$ cat config.mk
export PLATFORM = sky130hd
export DESIGN_NAME = k_combination_successor
export DESIGN_NICKNAME = d
export VERILOG_FILES = /design/src/design/kcs_pkg.sv /design/src/design/kcs_successor.sv /design/src/design/k_combination_successor.sv
export SDC_FILE = /design/constraint.sdc
export NUM_CORES = 1
export LEC_CHECK = 0
export ABC_AREA = 0
export BUFFER_PORTS_ARGS = -buffer_cell sky130_fd_sc_hd__buf_2
export CORE_MARGIN = 2
export CORE_UTILIZATION = 57
export DETAILED_ROUTE_END_ITERATION = 10
export PLACE_DENSITY = 0.79
export SYNTH_ARGS = -nofsm -noshare
export SYNTH_HDL_FRONTEND = slang
export SYNTH_HIERARCHICAL = 1
export SYNTH_SLANG_ARGS = --single-unit
$ cat constraint.sdc
create_clock -name clk -period 8.35 [get_ports clk]
set_clock_uncertainty 0.05 [all_clocks]
set_input_delay 0.835 -clock clk [delete_from_list [all_inputs] [get_ports clk]]
set_output_delay 0.835 -clock clk [all_outputs]
set_load 0.05 [all_outputs]
$ cat src/design/kcs_pkg.sv
// Package for the k-combination successor block.
// Holds field widths, register indexes, reset values and the status struct.
// No dependencies; used by kcs_successor and k_combination_successor.
`default_nettype none

package kcs_pkg;

	// Fixed widths of the configuration registers and of the result fields.
	localparam int SET_W    = 7;
	localparam int CHOOSE_W = 4;
	localparam int ELEM_W   = 6;
	localparam int OUT_SLOTS = 8;
	localparam int OUT_DATA_W = OUT_SLOTS * ELEM_W;
	localparam int IN_DATA_W  = 8;

	// Width used for limits n-k+i and for the n against MAX_SET check.
	localparam int LIM_W = 9;

	localparam logic [SET_W-1:0]    SET_SIZE_RESET     = 7'd8;
	localparam logic [CHOOSE_W-1:0] CHOOSE_COUNT_RESET = 4'd4;

	typedef enum logic [0:0] {
		REG_SET_SIZE     = 1'b0,
		REG_CHOOSE_COUNT = 1'b1
	} reg_idx_t;

	typedef struct packed {
		logic is_last;
		logic bad_config;
		logic started;
	} kcs_status_t;

endpackage

`default_nettype wire

$ cat src/design/kcs_successor.sv
// Combinational successor logic: picks the rightmost element that can still
// grow, bumps it and refills the tail, or loads the first combination; a bad
// configuration gives all zeros. Depends on kcs_pkg.
`default_nettype none

module kcs_successor #(
	parameter int MAX_CHOOSE = 8,
	parameter int MAX_SET    = 64,
	localparam int EW = (MAX_SET > 2) ? $clog2(MAX_SET) : 1,
	localparam int PW = (MAX_CHOOSE > 1) ? $clog2(MAX_CHOOSE) : 1
) (
	input  wire logic [EW-1:0]                       cur [MAX_CHOOSE],
	input  wire logic                                started,
	input  wire logic                                restart,
	input  wire logic [kcs_pkg::SET_W-1:0]           set_size,
	input  wire logic [kcs_pkg::CHOOSE_W-1:0]        choose_count,
	output logic      [EW-1:0]                       nxt [MAX_CHOOSE],
	output logic      [kcs_pkg::ELEM_W-1:0]          elem [kcs_pkg::OUT_SLOTS],
	output kcs_pkg::kcs_status_t                     status
);

	logic [kcs_pkg::LIM_W-1:0] limit [MAX_CHOOSE];
	logic [MAX_CHOOSE-1:0]     qual;
	logic                      bad;
	logic                      found;
	logic [PW-1:0]             pos;
	logic [kcs_pkg::LIM_W-1:0] base;
	logic                      last;

	always_comb begin
		bad = (choose_count == '0)
			|| (choose_count > kcs_pkg::CHOOSE_W'(MAX_CHOOSE))
			|| (kcs_pkg::LIM_W'(set_size) > kcs_pkg::LIM_W'(MAX_SET))
			|| (kcs_pkg::LIM_W'(choose_count) > kcs_pkg::LIM_W'(set_size));

		// Element i may still grow while it is below n-k+i.
		for (int i = 0; i < MAX_CHOOSE; i++) begin
			limit[i] = kcs_pkg::LIM_W'(set_size) - kcs_pkg::LIM_W'(choose_count)
				+ kcs_pkg::LIM_W'(i);
			qual[i] = (kcs_pkg::CHOOSE_W'(i) < choose_count)
				&& (kcs_pkg::LIM_W'(cur[i]) < limit[i]);
		end

		// The highest qualifying position wins.
		found = 1'b0;
		pos   = '0;
		for (int i = 0; i < MAX_CHOOSE; i++) begin
			if (qual[i]) begin
				found = 1'b1;
				pos   = PW'(i);
			end
		end
		base = kcs_pkg::LIM_W'(cur[pos]) + kcs_pkg::LIM_W'(1);

		for (int i = 0; i < MAX_CHOOSE; i++) begin
			if (bad) begin
				nxt[i] = '0;
			end else if (restart || !started || !found) begin
				nxt[i] = (kcs_pkg::CHOOSE_W'(i) < choose_count) ? EW'(i) : '0;
			end else if ((kcs_pkg::LIM_W'(i) >= kcs_pkg::LIM_W'(pos))
					&& (kcs_pkg::CHOOSE_W'(i) < choose_count)) begin
				nxt[i] = EW'(base + kcs_pkg::LIM_W'(i) - kcs_pkg::LIM_W'(pos));
			end else begin
				nxt[i] = cur[i];
			end
		end

		last = !bad;
		for (int i = 0; i < MAX_CHOOSE; i++) begin
			if ((kcs_pkg::CHOOSE_W'(i) < choose_count)
					&& (kcs_pkg::LIM_W'(nxt[i]) != limit[i]))
				last = 1'b0;
		end

		for (int s = 0; s < kcs_pkg::OUT_SLOTS; s++) begin
			elem[s] = '0;
			if ((s < MAX_CHOOSE) && !bad && (kcs_pkg::CHOOSE_W'(s) < choose_count))
				elem[s] = kcs_pkg::ELEM_W'(kcs_pkg::LIM_W'(nxt[s % MAX_CHOOSE]));
		end

		status.is_last    = last;
		status.bad_config = bad;
		status.started    = !bad;
	end

endmodule

`default_nettype wire

$ cat src/design/k_combination_successor.sv
// Top level of the k-combination successor: input register, state and
// configuration registers, and the result register around kcs_successor.
// Depends on kcs_pkg and kcs_successor.
//
//  Channel  Direction  Payload
//  s_*      in         tdata[0] restart
//  m_*      out        tdata elem_0..elem_7 (6 bits each), tlast is_last,
//                      tuser bad_config
//  cfg_*    in         cfg_addr 0 set_size, 1 choose_count; cfg_wdata value
//
// One combination per clock while m_tready is high; the successor step
// from the input register to the result register is one pass of compare
// and priority pick over MAX_CHOOSE elements; an accepted item sits in
// each in turn, the result register driving m_tvalid. Reset loads n = 8,
// k = 4 and clears the current combination. A stalled result register
// holds the next item in the input register; s_tready drops only when both are full.
`default_nettype none

module k_combination_successor #(
	parameter int MAX_CHOOSE = 8,
	parameter int MAX_SET    = 64
) (
	input  wire logic                              clk,
	input  wire logic                              arst_n,
	input  wire logic                              s_tvalid,
	output logic                                   s_tready,
	input  wire logic [kcs_pkg::IN_DATA_W-1:0]     s_tdata,   // [0] restart, rest zero
	output logic                                   m_tvalid,
	input  wire logic                              m_tready,
	output logic      [kcs_pkg::OUT_DATA_W-1:0]    m_tdata,   // elem_0 .. elem_7
	output logic                                   m_tlast,   // is_last
	output logic      [0:0]                        m_tuser,   // [0] bad_config
	input  wire logic                              cfg_we,
	input  wire logic [0:0]                        cfg_addr,
	input  wire logic [kcs_pkg::SET_W-1:0]         cfg_wdata
);

	localparam int EW = (MAX_SET > 2) ? $clog2(MAX_SET) : 1;

	logic                            valid_s1;
	logic                            restart_s1;
	logic [EW-1:0]                   cur_q [MAX_CHOOSE];
	logic                            started_q;
	logic [kcs_pkg::SET_W-1:0]       set_size_q;
	logic [kcs_pkg::CHOOSE_W-1:0]    choose_count_q;
	logic                            out_valid_q;
	logic [kcs_pkg::OUT_DATA_W-1:0]  out_data_q;
	logic                            out_last_q;
	logic                            out_bad_q;

	logic [EW-1:0]                   nxt [MAX_CHOOSE];
	logic [kcs_pkg::ELEM_W-1:0]      elem [kcs_pkg::OUT_SLOTS];
	kcs_pkg::kcs_status_t            status;
	logic                            advance;
	logic [kcs_pkg::OUT_DATA_W-1:0]  packed_elems;

	kcs_successor #(
		.MAX_CHOOSE (MAX_CHOOSE),
		.MAX_SET    (MAX_SET)
	) u_succ (
		.cur          (cur_q),
		.started      (started_q),
		.restart      (restart_s1),
		.set_size     (set_size_q),
		.choose_count (choose_count_q),
		.nxt          (nxt),
		.elem         (elem),
		.status       (status)
	);

	assign advance  = valid_s1 && (!out_valid_q || m_tready);
	assign s_tready = !valid_s1 || advance;

	always_comb begin
		for (int s = 0; s < kcs_pkg::OUT_SLOTS; s++)
			packed_elems[s*kcs_pkg::ELEM_W +: kcs_pkg::ELEM_W] = elem[s];
	end

	always_ff @(posedge clk or negedge arst_n) begin
		if (!arst_n) begin
			valid_s1 <= 1'b0;
		end else if (s_tready) begin
			valid_s1 <= s_tvalid;
		end
	end

	always_ff @(posedge clk) begin
		if (s_tvalid && s_tready)
			restart_s1 <= s_tdata[0];
	end

	always_ff @(posedge clk or negedge arst_n) begin
		if (!arst_n) begin
			for (int i = 0; i < MAX_CHOOSE; i++)
				cur_q[i] <= '0;
			started_q <= 1'b0;
		end else if (advance) begin
			cur_q     <= nxt;
			started_q <= status.started;
		end
	end

	always_ff @(posedge clk or negedge arst_n) begin
		if (!arst_n) begin
			set_size_q     <= kcs_pkg::SET_SIZE_RESET;
			choose_count_q <= kcs_pkg::CHOOSE_COUNT_RESET;
		end else if (cfg_we) begin
			unique case (kcs_pkg::reg_idx_t'(cfg_addr))
				kcs_pkg::REG_SET_SIZE:     set_size_q     <= cfg_wdata;
				kcs_pkg::REG_CHOOSE_COUNT: choose_count_q <= cfg_wdata[kcs_pkg::CHOOSE_W-1:0];
				default: ;
			endcase
		end
	end

	always_ff @(posedge clk or negedge arst_n) begin
		if (!arst_n) begin
			out_valid_q <= 1'b0;
		end else if (advance) begin
			out_valid_q <= 1'b1;
		end else if (m_tready) begin
			out_valid_q <= 1'b0;
		end
	end

	always_ff @(posedge clk) begin
		if (advance) begin
			out_data_q <= packed_elems;
			out_last_q <= status.is_last;
			out_bad_q  <= status.bad_config;
		end
	end

	assign m_tvalid   = out_valid_q;
	assign m_tdata    = out_data_q;
	assign m_tlast    = out_last_q;
	assign m_tuser[0] = out_bad_q;

`ifndef NO_ASSERTIONS
	// A bad configuration clears the sequence so the next item starts afresh.
	a_bad_clears: assert property (@(posedge clk) disable iff (!arst_n)
		advance && status.bad_config |=> !started_q)
		else $error("started flag survived a bad configuration");

	// A flagged result carries no elements and is never the last combination.
	a_bad_payload: assert property (@(posedge clk) disable iff (!arst_n)
		m_tvalid && m_tuser[0] |-> (m_tdata == '0) && !m_tlast)
		else $error("bad_config result with non-zero payload");

	// An empty input register always takes a new transaction.
	a_ready_free: assert property (@(posedge clk) disable iff (!arst_n)
		!valid_s1 |-> s_tready)
		else $error("input stalled with an empty input register");

	// Every step through the successor leaves a result to be taken.
	a_result_follows: assert property (@(posedge clk) disable iff (!arst_n)
		advance |=> m_tvalid)
		else $error("computed result was lost");
`endif

endmodule

`default_nettype wire

[After elaboration in Yosys (flattened, before gate mapping)]
Cells that the tools add are included.
Word-level totals
  bits in registers: 113
  bits in latches: 0
  memory bits (writable): 0
  ROM bits: 0
  input port bits: 21
  output and inout port bits: 52
  memories kept: 0
Operators by class
  $add $sub $neg: 24
  multipliers: 0
  div/mod/pow operators: 0
  magnitude comparators: 27
  eq/ne operators: 8
  shifts and indexed selects: 0
  multiplexer cells: 51
  bitwise gates (word level): 2
  reductions and logical operators: 50
Operators with widths (count)
  $mux W6: 26
  $lt A6 B9 Y1: 8
  $ne A6 B9 Y1: 8
  $sub A6 B3 Y6: 8
  $add A9 B3 Y9 const B: 4
  $logic_and A1 B1 Y1: 33
  $mux W3: 10
  $add A6 B3 Y6 const B: 4
  $add A9 B2 Y9 const B: 2
  $bmux W6 S3: 1
  $lt A3 B4 Y1 const A: 4
  $add A6 B1 Y6 const B: 2
  $add A6 B2 Y6 const B: 2
  $mux W1: 12
  $add A9 B1 Y9 const B: 1
  $ge A3 B3 Y1 const A: 3
  $lt A1 B4 Y1 const A: 2
  $lt A2 B4 Y1 const A: 2
  $reduce_or A8 Y1: 1
  $sub A7 B4 Y8: 1
  $gt A4 B7 Y1: 1
  $gt A7 B7 Y1 const B: 1
  $logic_or A1 B1 Y1: 7
  $ge A1 B3 Y1 const A: 2
  other kinds (10): 17

[Logic depth before layout (Yosys ltp)]
Gate-level depths: netlist of run 1.
  depth in word-level cells: 24
  gate-level depth with buffers: 45
  mapped depth without buffers: 40

[Hierarchy]
The synthesis of run 1 kept the hierarchy.
Modules (own cells, without submodules)
  kcs_successor: instances 1, cells an instance 963, area each 6588.8 um^2
  k_combination_successor: instances 1, cells an instance 188, area each 4071.4 um^2

[Least setup slack after synthesis of run 1]
OpenSTA, ideal clock, no wires.
  kind: reg2reg
  from: register choose_count_q[3] (netlist bit)
  to: register out_last_q (netlist: m_tlast) (data pin)
  data arrival time: 9.025 ns
  required time: 8.173 ns
  slack: -0.852 ns
  stages on the path, launching flop included: 40
  period minus slack after synthesis: 9.202 ns
  cell sequence: dfrtp_1 clkbuf_1 inv_1 ha_1 buf_2 or2_2 o21ai_2 inv_1 buf_2 ha_1 clkbuf_1 inv_1 xnor2_1 ha_1 a21o_1 a221oi_1 o31a_1 nand2_1 (+4 left out) ha_1 inv_1 nand2_1 and2_1 inv_1 ha_1 inv_1 fa_1 a21oi_1 nand2_1 a22o_1 nor3_1 or4b_2 nand3_1 xor2_1 o221ai_1 a2111oi_2 buf_4
RTL lines
  from (decl): line k_combination_successor.sv:45  | logic [kcs_pkg::CHOOSE_W-1:0] choose_count_q;
  from (signal assigned): line k_combination_successor.sv:106  | choose_count_q <= kcs_pkg::CHOOSE_COUNT_RESET;
  from (signal assigned): line k_combination_successor.sv:110  | kcs_pkg::REG_CHOOSE_COUNT: choose_count_q <= cfg_wdata[kcs_pkg::CHOOSE_W-1:0];
  to (signal assigned): line k_combination_successor.sv:129  | out_last_q <= status.is_last;
  to (decl): line k_combination_successor.sv:48  | logic out_last_q;

==> summary.md, run 1 <==
| Metric | Value |
|---|---|
| Pwr Density | about 390 nW/µm² |
| Multi-input gate area | a little under 8000 µm² |
| Share of cells above drive strength 1 | roughly 38% |
| LEAKAGE | 6.117 nW |
| Post-synth net total | between 1000 and 1500 |
| Port bufs | 65 |
| # nets final | between 1500 and 2000 |
| CP peak stage delay | 0.58 ns |
| Mean post-synth cell area | between 9 and 10 µm² |
| Placed Area | 12570 µm² |
| Post-synth EDFFs | between 50 and 60 |
| Status | complete, no violations |
| CP Launch Type | flip-flop |
| Core area | around 19000 µm² |
| Synthesized area | 10660 µm² |
| Netlist cell types | 101 |
| # fillers | 1353 |
| Synth warn | 6 |
| First-pass GRT wire length | 61230 µm |
| Top Ports | 73 |
| CTS root buffer | clkbuf_16 |
| Antenna viol nets, final | 0 |
| Worst slew pin tran | 1.187 ns |
| GRT overflow | 0 |
| Final cycle utilization of the critical path | 98.14% |
| Fmax achieved | 122.0 MHz |
| Worst Setup Slack, final | approximately 0.16 ns |
| Vias per inst | 6.552 |
| Final Setup Violations | 0 |
| FP Rows | 50 |
| Clock Tree Buf Depth | 2 |
| Max Cap Viol | 0 |
| Worst path required time | 8.52 ns |
| Initial core utilization | a little under three fifths |
| GRT Overall Usage | 41.37% |
| Number of global-route vias before repair | around 10000 |
| First DRT Iteration DRCs | 1078 |
| Clock-pin transition on the worst setup and hold timing paths | 0.06 ns |
| Final hold violation count | 0 |
| Most common cell after layout, fill and taps aside | buf_4 |
| Yosys top cell area share | 14.37% |
| Worst VDD drop | around 0.00026 V |
| Horiz. Die Dim | 140.8 µm |
| Placer Congestion | between 1 and 1.5 |
| Sequential cell area fraction in the yosys report | roughly 29% |
| Area grow syn2layout | 30.89% |
| Avg WL per Cell | 25.23 µm |
| Die height | 140.8 µm |
| Routed via count | about 11000 |
| N_diodes | 0 |
| Ys flop type | dfrtp_1 |
| Hold Crit Class | flip-flop to flip-flop |
| Largest net degree at the start of global routing | 63 |
| Detailed Route WL | around 42000 µm |
| Fin util | between 70 and 80% |
| DP Wirelength | 31440 µm |
| Synth area leaders | edfxtp_1 14%, dfrtp_1 14%, ha_1 8.2% |
| Die ar. | 19810 µm² |
| H-tree levels | 4 |
| Final Max Tran Viols | 0 |
| Dpl ws | -0.2810 ns |
| Max_slew headroom | 20.53% |
| Worst-path fanout max | 5 |
| Final worst path period need | 8.194 ns |
| Commonest non-fill, non-tap cells in the layout | 217 x buf_4, 102 x nor2_1, 78 x nand2_1 |
| Synth Register Bits | 113 |
| Cells after synthesis | 1151 |
| Antenna violations before repair | 0 |
| Arr. time, crit path | 8.36 ns |
| CTS Buf Count | 17 |
| Worst-Skew Late Latency | 0.43 ns |
| CTS tree | done |
| R2R Setup Slk | approximately 0.16 ns |
| Area leader, netlist | edfxtp_1 |
| FF+latch area | 3085 µm² |
| # DRC | 0 |
| Setup CP Type | flip-flop to flip-flop |
| Finished Cell Area | 13950 µm² |
| Clk sinks | 113 |
| TritonRoute pass-1 iters | 7 |
| Synth async-reset ratio | between 50% and 60% |
| Worst setup EP type | flip-flop |
| Slowest stage cell, crit path | or4b_4 |
[path summary, 6_finish.rpt]
| path | cells after the start | end | startpoint |
|---|---|---|---|
| max in group asynchronous | 2 | cur_q[4] | arst_n |
| hold / removal | 1 | started_q | started_q |
| setup / recovery | 39 | m_tlast | set_size_q[0] |
| setup reg to reg | 39 | m_tlast | set_size_q[0] |
| min in group asynchronous | 2 | set_size_q[6] | arst_n |
| hold reg to reg | 1 | started_q | started_q |
[registers in the layout (all words and copies together), names as in the netlist]
signal and cells:
started_q 1, restart_s1 1, set_size_q 7, valid_s1 1, m_tdata 48, m_tuser 1
m_tvalid 1, choose_count_q 4, m_tlast 1, cur_q 48
[critical path, delay by kind of cell, from the launching register on]
kind	cells	cell delay (ns)
and+or+nand+nor	8	2.11
adders and majority gates	7	1.79
AOI/OAI and AO/OA	9	1.47
buffers and inverters	10	1.09
xor gates and xnor gates	4	0.74
DFF	1	0.37
muxes	1	0.34
[layer usage]
metal | part of all wire [%] | track usage (%) | wire length (µm)
met2 | 44 | 64.06 | 18320
met1 | 40 | 52.94 | 16480
met4 | 6.5 | 23.79 | 2708
met3 | 9.9 | 10.19 | 4108
met5 | 0 | 0 | 0
[logic make-up (layout without fill, tap and decap cells)]
family,count (synthesis),count (layout),share of synthesized area (%)
flops,113,113,28.94
xor+xnor,80,80,6.772
compound gates,317,317,21.35
simple gates,351,351,16.12
buf+inv,107,371,4.530
mux,100,100,11.91
fa+ha+maj,83,83,10.38
[synthesized netlist by cell type, types with 6 or more instances]
| master | count |
|---|---|
| and2_1 | 8 |
| o2111ai_1 | 6 |
| edfxtp_1 | 51 |
| ha_1 | 70 |
| nand3_1 | 28 |
| o21ai_0 | 49 |
| a211o_1 | 6 |
| fa_1 | 10 |
| nor4_1 | 15 |
| or3_1 | 8 |
| a31oi_1 | 8 |
| inv_1 | 41 |
| mux2_4 | 49 |
| a21oi_1 | 81 |
| and3_1 | 16 |
| o31ai_1 | 7 |
| buf_2 | 15 |
| o21a_1 | 10 |
| o211ai_1 | 10 |
| buf_4 | 6 |
| o221ai_1 | 8 |
| dfrtp_1 | 60 |
| a211oi_1 | 19 |
| nand2_1 | 83 |
| xor2_1 | 12 |
| xnor2_1 | 66 |
| mux2i_1 | 32 |
| nor2_1 | 108 |
| o21bai_1 | 6 |
| a2111oi_0 | 7 |
| a21o_1 | 21 |
| nand2b_1 | 10 |
| clkbuf_1 | 30 |
| mux2_2 | 14 |
| nor3_1 | 36 |
| or2_2 | 6 |
[report_power, final]
| group | leakage, nW | total [mW] | internal, mW | switching, mW |
|---|---|---|---|---|
| sequential | 1.33 | 0.694 | 0.640 | 0.0541 |
| clock | 0.267 | 0.693 | 0.399 | 0.294 |
| combinational | 4.52 | 4.00 | 1.74 | 2.26 |
| total | 6.12 | 5.39 | 2.78 | 2.61 |
[per-stage QoR]
step                      hold slack, ns   TNS, ns  total power [mW]  std cells
after floorplan                   0.4024         0             2.636       1151
after global placement            0.4451   -0.1494             4.085       1587
after detailed placement          0.4423   -0.2810             4.130       1587
after CTS                         0.4695         0             4.908       1626
after global routing              0.4822  -0.05660             5.598       1649
final                             0.4670         0             5.390       1649
[layout make-up]
| cell class | instances | area share [%] |
|---|---|---|
| multi-input combinational | 931 | 55.44 |
| timing repair buffer | 293 | 15.02 |
| clock inverter | 13 | 0.7353 |
| inverter | 46 | 1.345 |
| sequential | 113 | 22.11 |
| tap | 234 | 2.098 |
| clock buffer | 19 | 3.246 |
[repair_timing]
action	4_1_cts	5_1_grt
hold buffers	0	0
setup buffers	7	28
setup endpoints to repair	1	2
pin swaps	11	60
resized for setup	15	115
(Power assumes the default switching activity.)
==> run 2, diff against run 1 <==
BUFFER_PORTS_ARGS = not set   (was -buffer_cell sky130_fd_sc_hd__buf_2)
CAP_MARGIN = 15   (was not set)
CORE_UTILIZATION = 61   (was 57)
CTS_BUF_LIST = sky130_fd_sc_hd__clkbuf_2   (was not set)
DONT_BUFFER_PORTS = 1   (was not set)
PLACE_DENSITY = 0.8   (was 0.79)
==> run 2 against run 1 <==
Against the previous run:
- clock power decreased by 35%
- sequential share of layout area rose by 1.0 points
- hold slack worse by 0.38 ns
- utilization up 2.2 points
- global-route usage rose by 3.4 points
- clock-buffer cell count down 2
- register-to-register slack is essentially flat
- combinational power shrank 2%
- sequential power up 11%
- routed wire length rose by 1.9%
- flip-flop and latch count stayed put
- maximum frequency increased by 0.18%
- largest cell class unchanged
- largest power group unchanged
==> summary.md, run 2 (synthesis gave the netlist of run 1 again) <==
| Metric | Value |
|---|---|
| Vias per inst | 6.908 |
| Detailed Route WL | around 42000 µm |
| CTS tree | done |
| Fmax achieved | 122.3 MHz |
| Worst-Skew Late Latency | 0.77 ns |
| Pwr Total | ~5 mW |
| FP Rows | 48 |
| Horiz. Die Dim | 136.2 µm |
| Status | complete, no violations |
| First-pass GRT wire length | 60540 µm |
| Commonest non-fill, non-tap cells in the layout | 204 x buf_4, 100 x nor2_1, 78 x nand2_1 |
| Number of global-route vias before repair | 10056 |
| CTS root buffer | clkbuf_2 |
| Worst slew pin tran | around 1.1 ns |
| Share of cells above drive strength 1 | 34.70% |
| TritonRoute pass-1 iters | 8 |
| Worst path required time | 8.86 ns |
| Worst setup EP type | flip-flop |
| Clock Tree Buf Depth | 2 |
| CP peak stage delay | 0.59 ns |
| R2r startpoint | set_size_q[0] |
| Area grow syn2layout | 25.02% |
| Clock-pin transition on the worst setup and hold timing paths | 0.24 ns |
| Final Max Tran Viols | 0 |
| Worst Setup SP | set_size_q[0] |
| Pwr Density | 385.2 nW/µm² |
| GRT Overall Usage | 44.80% |
| Die height | 136.2 µm |
| Core area | 17180 µm² |
| Hold Path Origin | s_tdata[0] |
| Routed via count | 10818 |
| Antenna viol nets, final | 0 |
| CTS Buf Count | 17 |
| Die ar. | 18550 µm² |
| CP Launch Type | flip-flop |
| Port bufs | 0 |
| GRT overflow | 0 |
| Final worst path period need | 8.180 ns |
| Final Setup Violations | 0 |
| H-tree levels | 4 |
| DP Wirelength | 31000 µm |
| Placer Congestion | 1.076 |
| Hold Crit Class | primary input to flip-flop |
| Final cycle utilization of the critical path | 97.96% |
| Worst path most repeated cell | inv_2 |
| Avg WL per Cell | 27.06 µm |
| Most common cell after layout, fill and taps aside | buf_4 |
| Final hold violation count | 0 |
| Finished Cell Area | 13330 µm² |
| # DRC | 0 |
| Antenna violations before repair | 1 |
| Setup CP Type | flip-flop to flip-flop |
| Worst VDD drop | around 0.00034 V |
| Initial core utilization | 62.06% |
| # nets final | 1428 |
| Total negative slack | 0 ns |
| Max_slew headroom | 27.60% |
| Max Cap Viol | 0 |
| Largest net degree at the start of global routing | 63 |
| Clk sinks | between 100 and 150 |
| Arr. time, crit path | 8.69 ns |
| LEAKAGE | ~5.7 nW |
| Placed Area | 12070 µm² |
| Slowest stage cell, crit path | or4b_4 |
| First DRT Iteration DRCs | 1454 |
| Top Ports | 73 |
| Worst-path fanout max | 9 |
-- run 2: cell count changes in the layout (fill, tap and decap cells not counted), sizes merged --
| cell | delta |
|---|---|
| diode | +1 |
| clkinv | -2 |
| inv | +4 |
| bufinv | +3 |
| clkinvlp | -3 |
| dlygate4sd3 | +1 |
| clkbuf | -2 |
| buf | -76 |
-- run 2: what timing repair did --
item | 4_1_cts | 5_1_grt
hold buffers | 2 | 0
endpoints found under the setup margin | 1 | 6
pin swaps | 16 | 59
endpoints found under the hold margin | 62 | 0
buffers inserted | 10 | 31
gates resized for setup | 26 | 107
-- run 2: layout make-up --
class,instances,area (µm²)
Sequential cell,113,3087
Clock inverter,15,193.9
Multi-Input combinational cell,931,7742
Antenna cell,1,2.502
Inverter,46,183.9
Timing Repair Buffer,218,1752
Fill cell,1166,3849
Tap cell,225,281.5
Clock buffer,17,85.08
-- run 2: per-layer routing --
metal  GRT usage (%)  vias up  wire, µm
met5               0        -         0
met4           25.06        0      3127
met3           11.07      229      4917
met2           68.23      858     18270
met1           58.19     5091     16060
li1                -     4640         -
-- run 2: report_power, final --
part | leakage, nW | internal, mW | switching (mW)
Sequential | 1.33 | 0.640 | 0.133
Combinational | 4.24 | 1.68 | 2.24
Clock | 0.162 | 0.177 | 0.271
-- run 2: worst paths after layout --
| path | to | slack, ns | cells past startpoint |
|---|---|---|---|
| min in group asynchronous | cur_q[12] | 0.57 | 2 |
| max in group asynchronous | choose_count_q[2] | 7.26 | 2 |
| min | restart_s1 | 0.09 | 0 |
| max | m_tlast | 0.17 | 39 |
| min reg2reg | started_q | 0.51 | 1 |
| max reg2reg | m_tlast | 0.17 | 39 |
-- run 2: metrics by stage --
| stage | setup slack (ns) | utilization (%) | hold slack, ns | instances |
|---|---|---|---|---|
| 2_1_floorplan | 0.01142 | - | 0.4024 | 1151 |
| 3_3_place_gp | -0.1140 | 70.29 | 0.4602 | 1490 |
| 3_5_place_dp | -0.2114 | 70.29 | 0.4532 | 1490 |
| 4_1_cts | 0.004528 | 73.29 | 0.05724 | 1534 |
| 5_1_grt | -0.09093 | 77.59 | 0.03125 | 1566 |
| 6_report | 0.1702 | 77.59 | 0.08911 | 1566 |
-- run 2: critical path: cells and delay by family (launching register included) --
family                   cells  cell delay (ns)
AND/OR/NAND/NOR             10             2.05
adder cells (fa/ha/maj)      6             1.74
AO/OA/AOI/OAI                8             1.47
buffers and inverters       10             1.15
XOR/XNOR                     4             0.71
flip-flops                   1             0.45
multiplexers                 1             0.35
==> run 3, diff against run 2 <==
ABC_AREA = 1   (was 0)
==> run 3 against run 2 <==
Against the previous run:
- clock power shrank 16%
- critical endpoint unchanged
- total power shrank 31%
- routed wire length shrank 25%
- cell count grew 7.1%
- design area shrank 20%
- via count shrank 8.0%
- hold slack gained 0.034 ns
- maximum frequency grew 3.0%
- largest power group unchanged
- die area shrank 4.9%
- highest routed layer unchanged
- global-route usage shrank 8.6 points
- combinational power shrank 40%
- non-clock buffer count shrank 175
==> summary.md, run 3 <==
| Metric | Value |
|---|---|
| Hold Crit Class | primary input to flip-flop |
| Vias per inst | 5.936 |
| Sequential cell area fraction in the yosys report | 30.48% |
| TritonRoute pass-1 iters | 9 |
| Max Cap Viol | 0 |
| Max_slew headroom | 24.74% |
| GRT overflow | 0 |
| Synth area leaders | edfxtp_1 15%, nand2_1 15%, dfrtp_1 15% |
| Worst path most repeated cell | nand2_1 |
| Clock-pin transition on the worst setup and hold timing paths | ~0.22 ns |
| Clock Power Share | 10.6% |
| H-tree levels | 4 |
| Synthesized area | 10120 µm² |
| Int Power | 1.538 mW |
| Total negative slack | 0 ns |
| Area grow syn2layout | 5.945% |
| Final hold slack | approximately 0.12 ns |
| # fillers | approximately 1400 |
| Most common cell after layout, fill and taps aside | nand2_1 |
| Worst path required time | 8.87 ns |
| Switch Pwr | 2.003 mW |
| Avg WL per Cell | 18.85 µm |
| Final cycle utilization of the critical path | 95.10% |
| CTS Buf Count | 17 |
| Die ar. | 17640 µm² |
| Worst VDD drop | 0.0002156 V |
| First-pass GRT wire length | 48960 µm |
| Cells after synthesis | 1426 |
| Pwr Density | 330.2 nW/µm² |
| Ys flop type | dfrtp_1 |
| Initial core utilization | 61.69% |
| Largest net degree at the start of global routing | 63 |
| Top Ports | 73 |
| CP Launch Type | flip-flop |
| Setup CP Type | flip-flop to flip-flop |
| Detailed Route WL | 31610 µm |
| Switching portion of total power | around 57% |
| Worst setup EP type | flip-flop |
| Most common library cells after synthesis | 404 x nand2_1, 173 x nand3_1, 169 x inv_1 |
| # placed instances | 1631 |
| # DRC | 0 |
| Final Max Tran Viols | 0 |
| CP peak stage delay | 0.44 ns |
| CTS root buffer | clkbuf_2 |
| Synth async-reset ratio | 54.87% |
| Number of global-route vias before repair | 9174 |
| Share of cells above drive strength 1 | 13.26% |
| Placer Congestion | about 1.0 |
| DP Wirelength | 23520 µm |
| Netlist cell types | 57 |
| # nets final | between 1500 and 2000 |
| Clock Tree Buf Depth | 2 |
| Mean post-synth cell area | 7.098 µm² |
| Slowest stage cell, crit path | dfrtp_1 |
| Area leader, netlist | edfxtp_1 |
| First DRT Iteration DRCs | 1223 |
| Seq pwr share | ~23% |
| Routed via count | 9955 |
| Final Setup Violations | 0 |
| LEAKAGE | 5.557 nW |
| Worst-path fanout max | 15 |
| Worst slew pin tran | 1.129 ns |
| Horiz. Die Dim | 132.8 µm |
| GRT Overall Usage | 36.25% |
| Antenna viol nets, final | 0 |
| Yosys top cell area share | 15.13% |
| Post-synth net total | 1527 |
| Worst-Skew Late Latency | 0.74 ns |
| Synth Register Bits | 113 |
| Count leader, synth | nand2_1 |
| Combinational group share of total power | between 60% and 70% |
| Port bufs | 0 |
| Final worst path period need | 7.941 ns |
| Antenna violations before repair | 1 |
| FP Rows | 47 |
| Post-synth EDFFs | 51 |
| Final hold violation count | 0 |
| Synth warn | 6 |
| CTS tree | done |
| Die height | 132.8 µm |
| Pwr Total | 3.541 mW |
| Fmax achieved | 125.9 MHz |
| Core area | 16410 µm² |
| Arr. time, crit path | roughly 8.5 ns |
| Commonest non-fill, non-tap cells in the layout | 404 x nand2_1, 173 x nand3_1, 166 x inv_1 |
| Status | complete, no violations |
| Clk sinks | between 100 and 150 |
| Post-Layout Cell Count | 1677 |
[run 3: power by group through the flow]
stage	Sequential, mW	Combinational (mW)	Clock (mW)
after floorplan	0.810	1.62	0
after global placement	0.832	2.17	0
after detailed placement	0.833	2.21	0
after CTS	0.822	2.23	0.378
after global routing	0.829	2.56	0.401
final	0.822	2.34	0.375
[run 3: layout make-up]
class	instances	area (µm²)	share of cell area (%)
multi-input cells	1074	6050	56.41
flip-flops and latches	113	3085	28.77
inverters	194	732.0	6.825
repair buffers	43	345.3	3.220
well taps	220	275.3	2.567
clock inverters	15	148.9	1.388
clock buffers	17	85.08	0.7934
diodes	1	2.502	0.02333
[run 3: cell families after synthesis]
kind of cell	Yosys count	synth area share, %
simple gates	805	36.37
buf+inv	239	10.25
compound gates	150	8.850
flops	113	30.48
fa+ha+maj	80	10.63
xor+xnor	35	3.028
mux	4	0.3956
[run 3: final timing paths]
check,from,end,slack (ns),cells past startpoint
worst max register to register,set_size_q[0],m_tlast,0.41,50
worst min register to register,choose_count_q[2],choose_count_q[2],0.47,2
worst max-delay path,set_size_q[0],m_tlast,0.41,50
min in group asynchronous,arst_n,cur_q[41],0.61,2
worst min-delay path,s_tdata[0],restart_s1,0.12,0
max in group asynchronous,arst_n,choose_count_q[2],7.27,2
[run 3: worst max-delay path: cells and delay by family, from the launching register on]
| family | cells | cell delay (ns) |
|---|---|---|
| AND/OR/NAND/NOR | 27 | 3.21 |
| adder cells (fa/ha/maj) | 6 | 1.71 |
| AO/OA/AOI/OAI | 8 | 1.50 |
| buffers and inverters | 9 | 0.87 |
| flip-flops | 1 | 0.44 |
[run 3: metal layers]
layer / up-vias / GRT usage, % / wire (µm)
li1: 4651 / - / -
met3: 133 / 7.356 / 3192
met5: - / 0 / 0
met4: 0 / 21.39 / 2068
met2: 583 / 56.79 / 14160
met1: 4588 / 46.60 / 12190
[run 3: through the flow]
step	utilization (%)	cell area (µm²)	setup slack, ns
after global placement	62.88	10320	0.4710
after global routing	65.36	10720	-0.03673
after CTS	64.54	10590	0.2609
after detailed placement	62.88	10320	0.3169
after floorplan	-	10120	1.369
final	65.36	10720	0.4089
[run 3: repair_timing]
action,in CTS,in global routing
endpoints found under the hold margin,62,0
resized for setup,0,15
setup endpoints to repair,0,1
hold buffers,2,0
buffers inserted,0,11
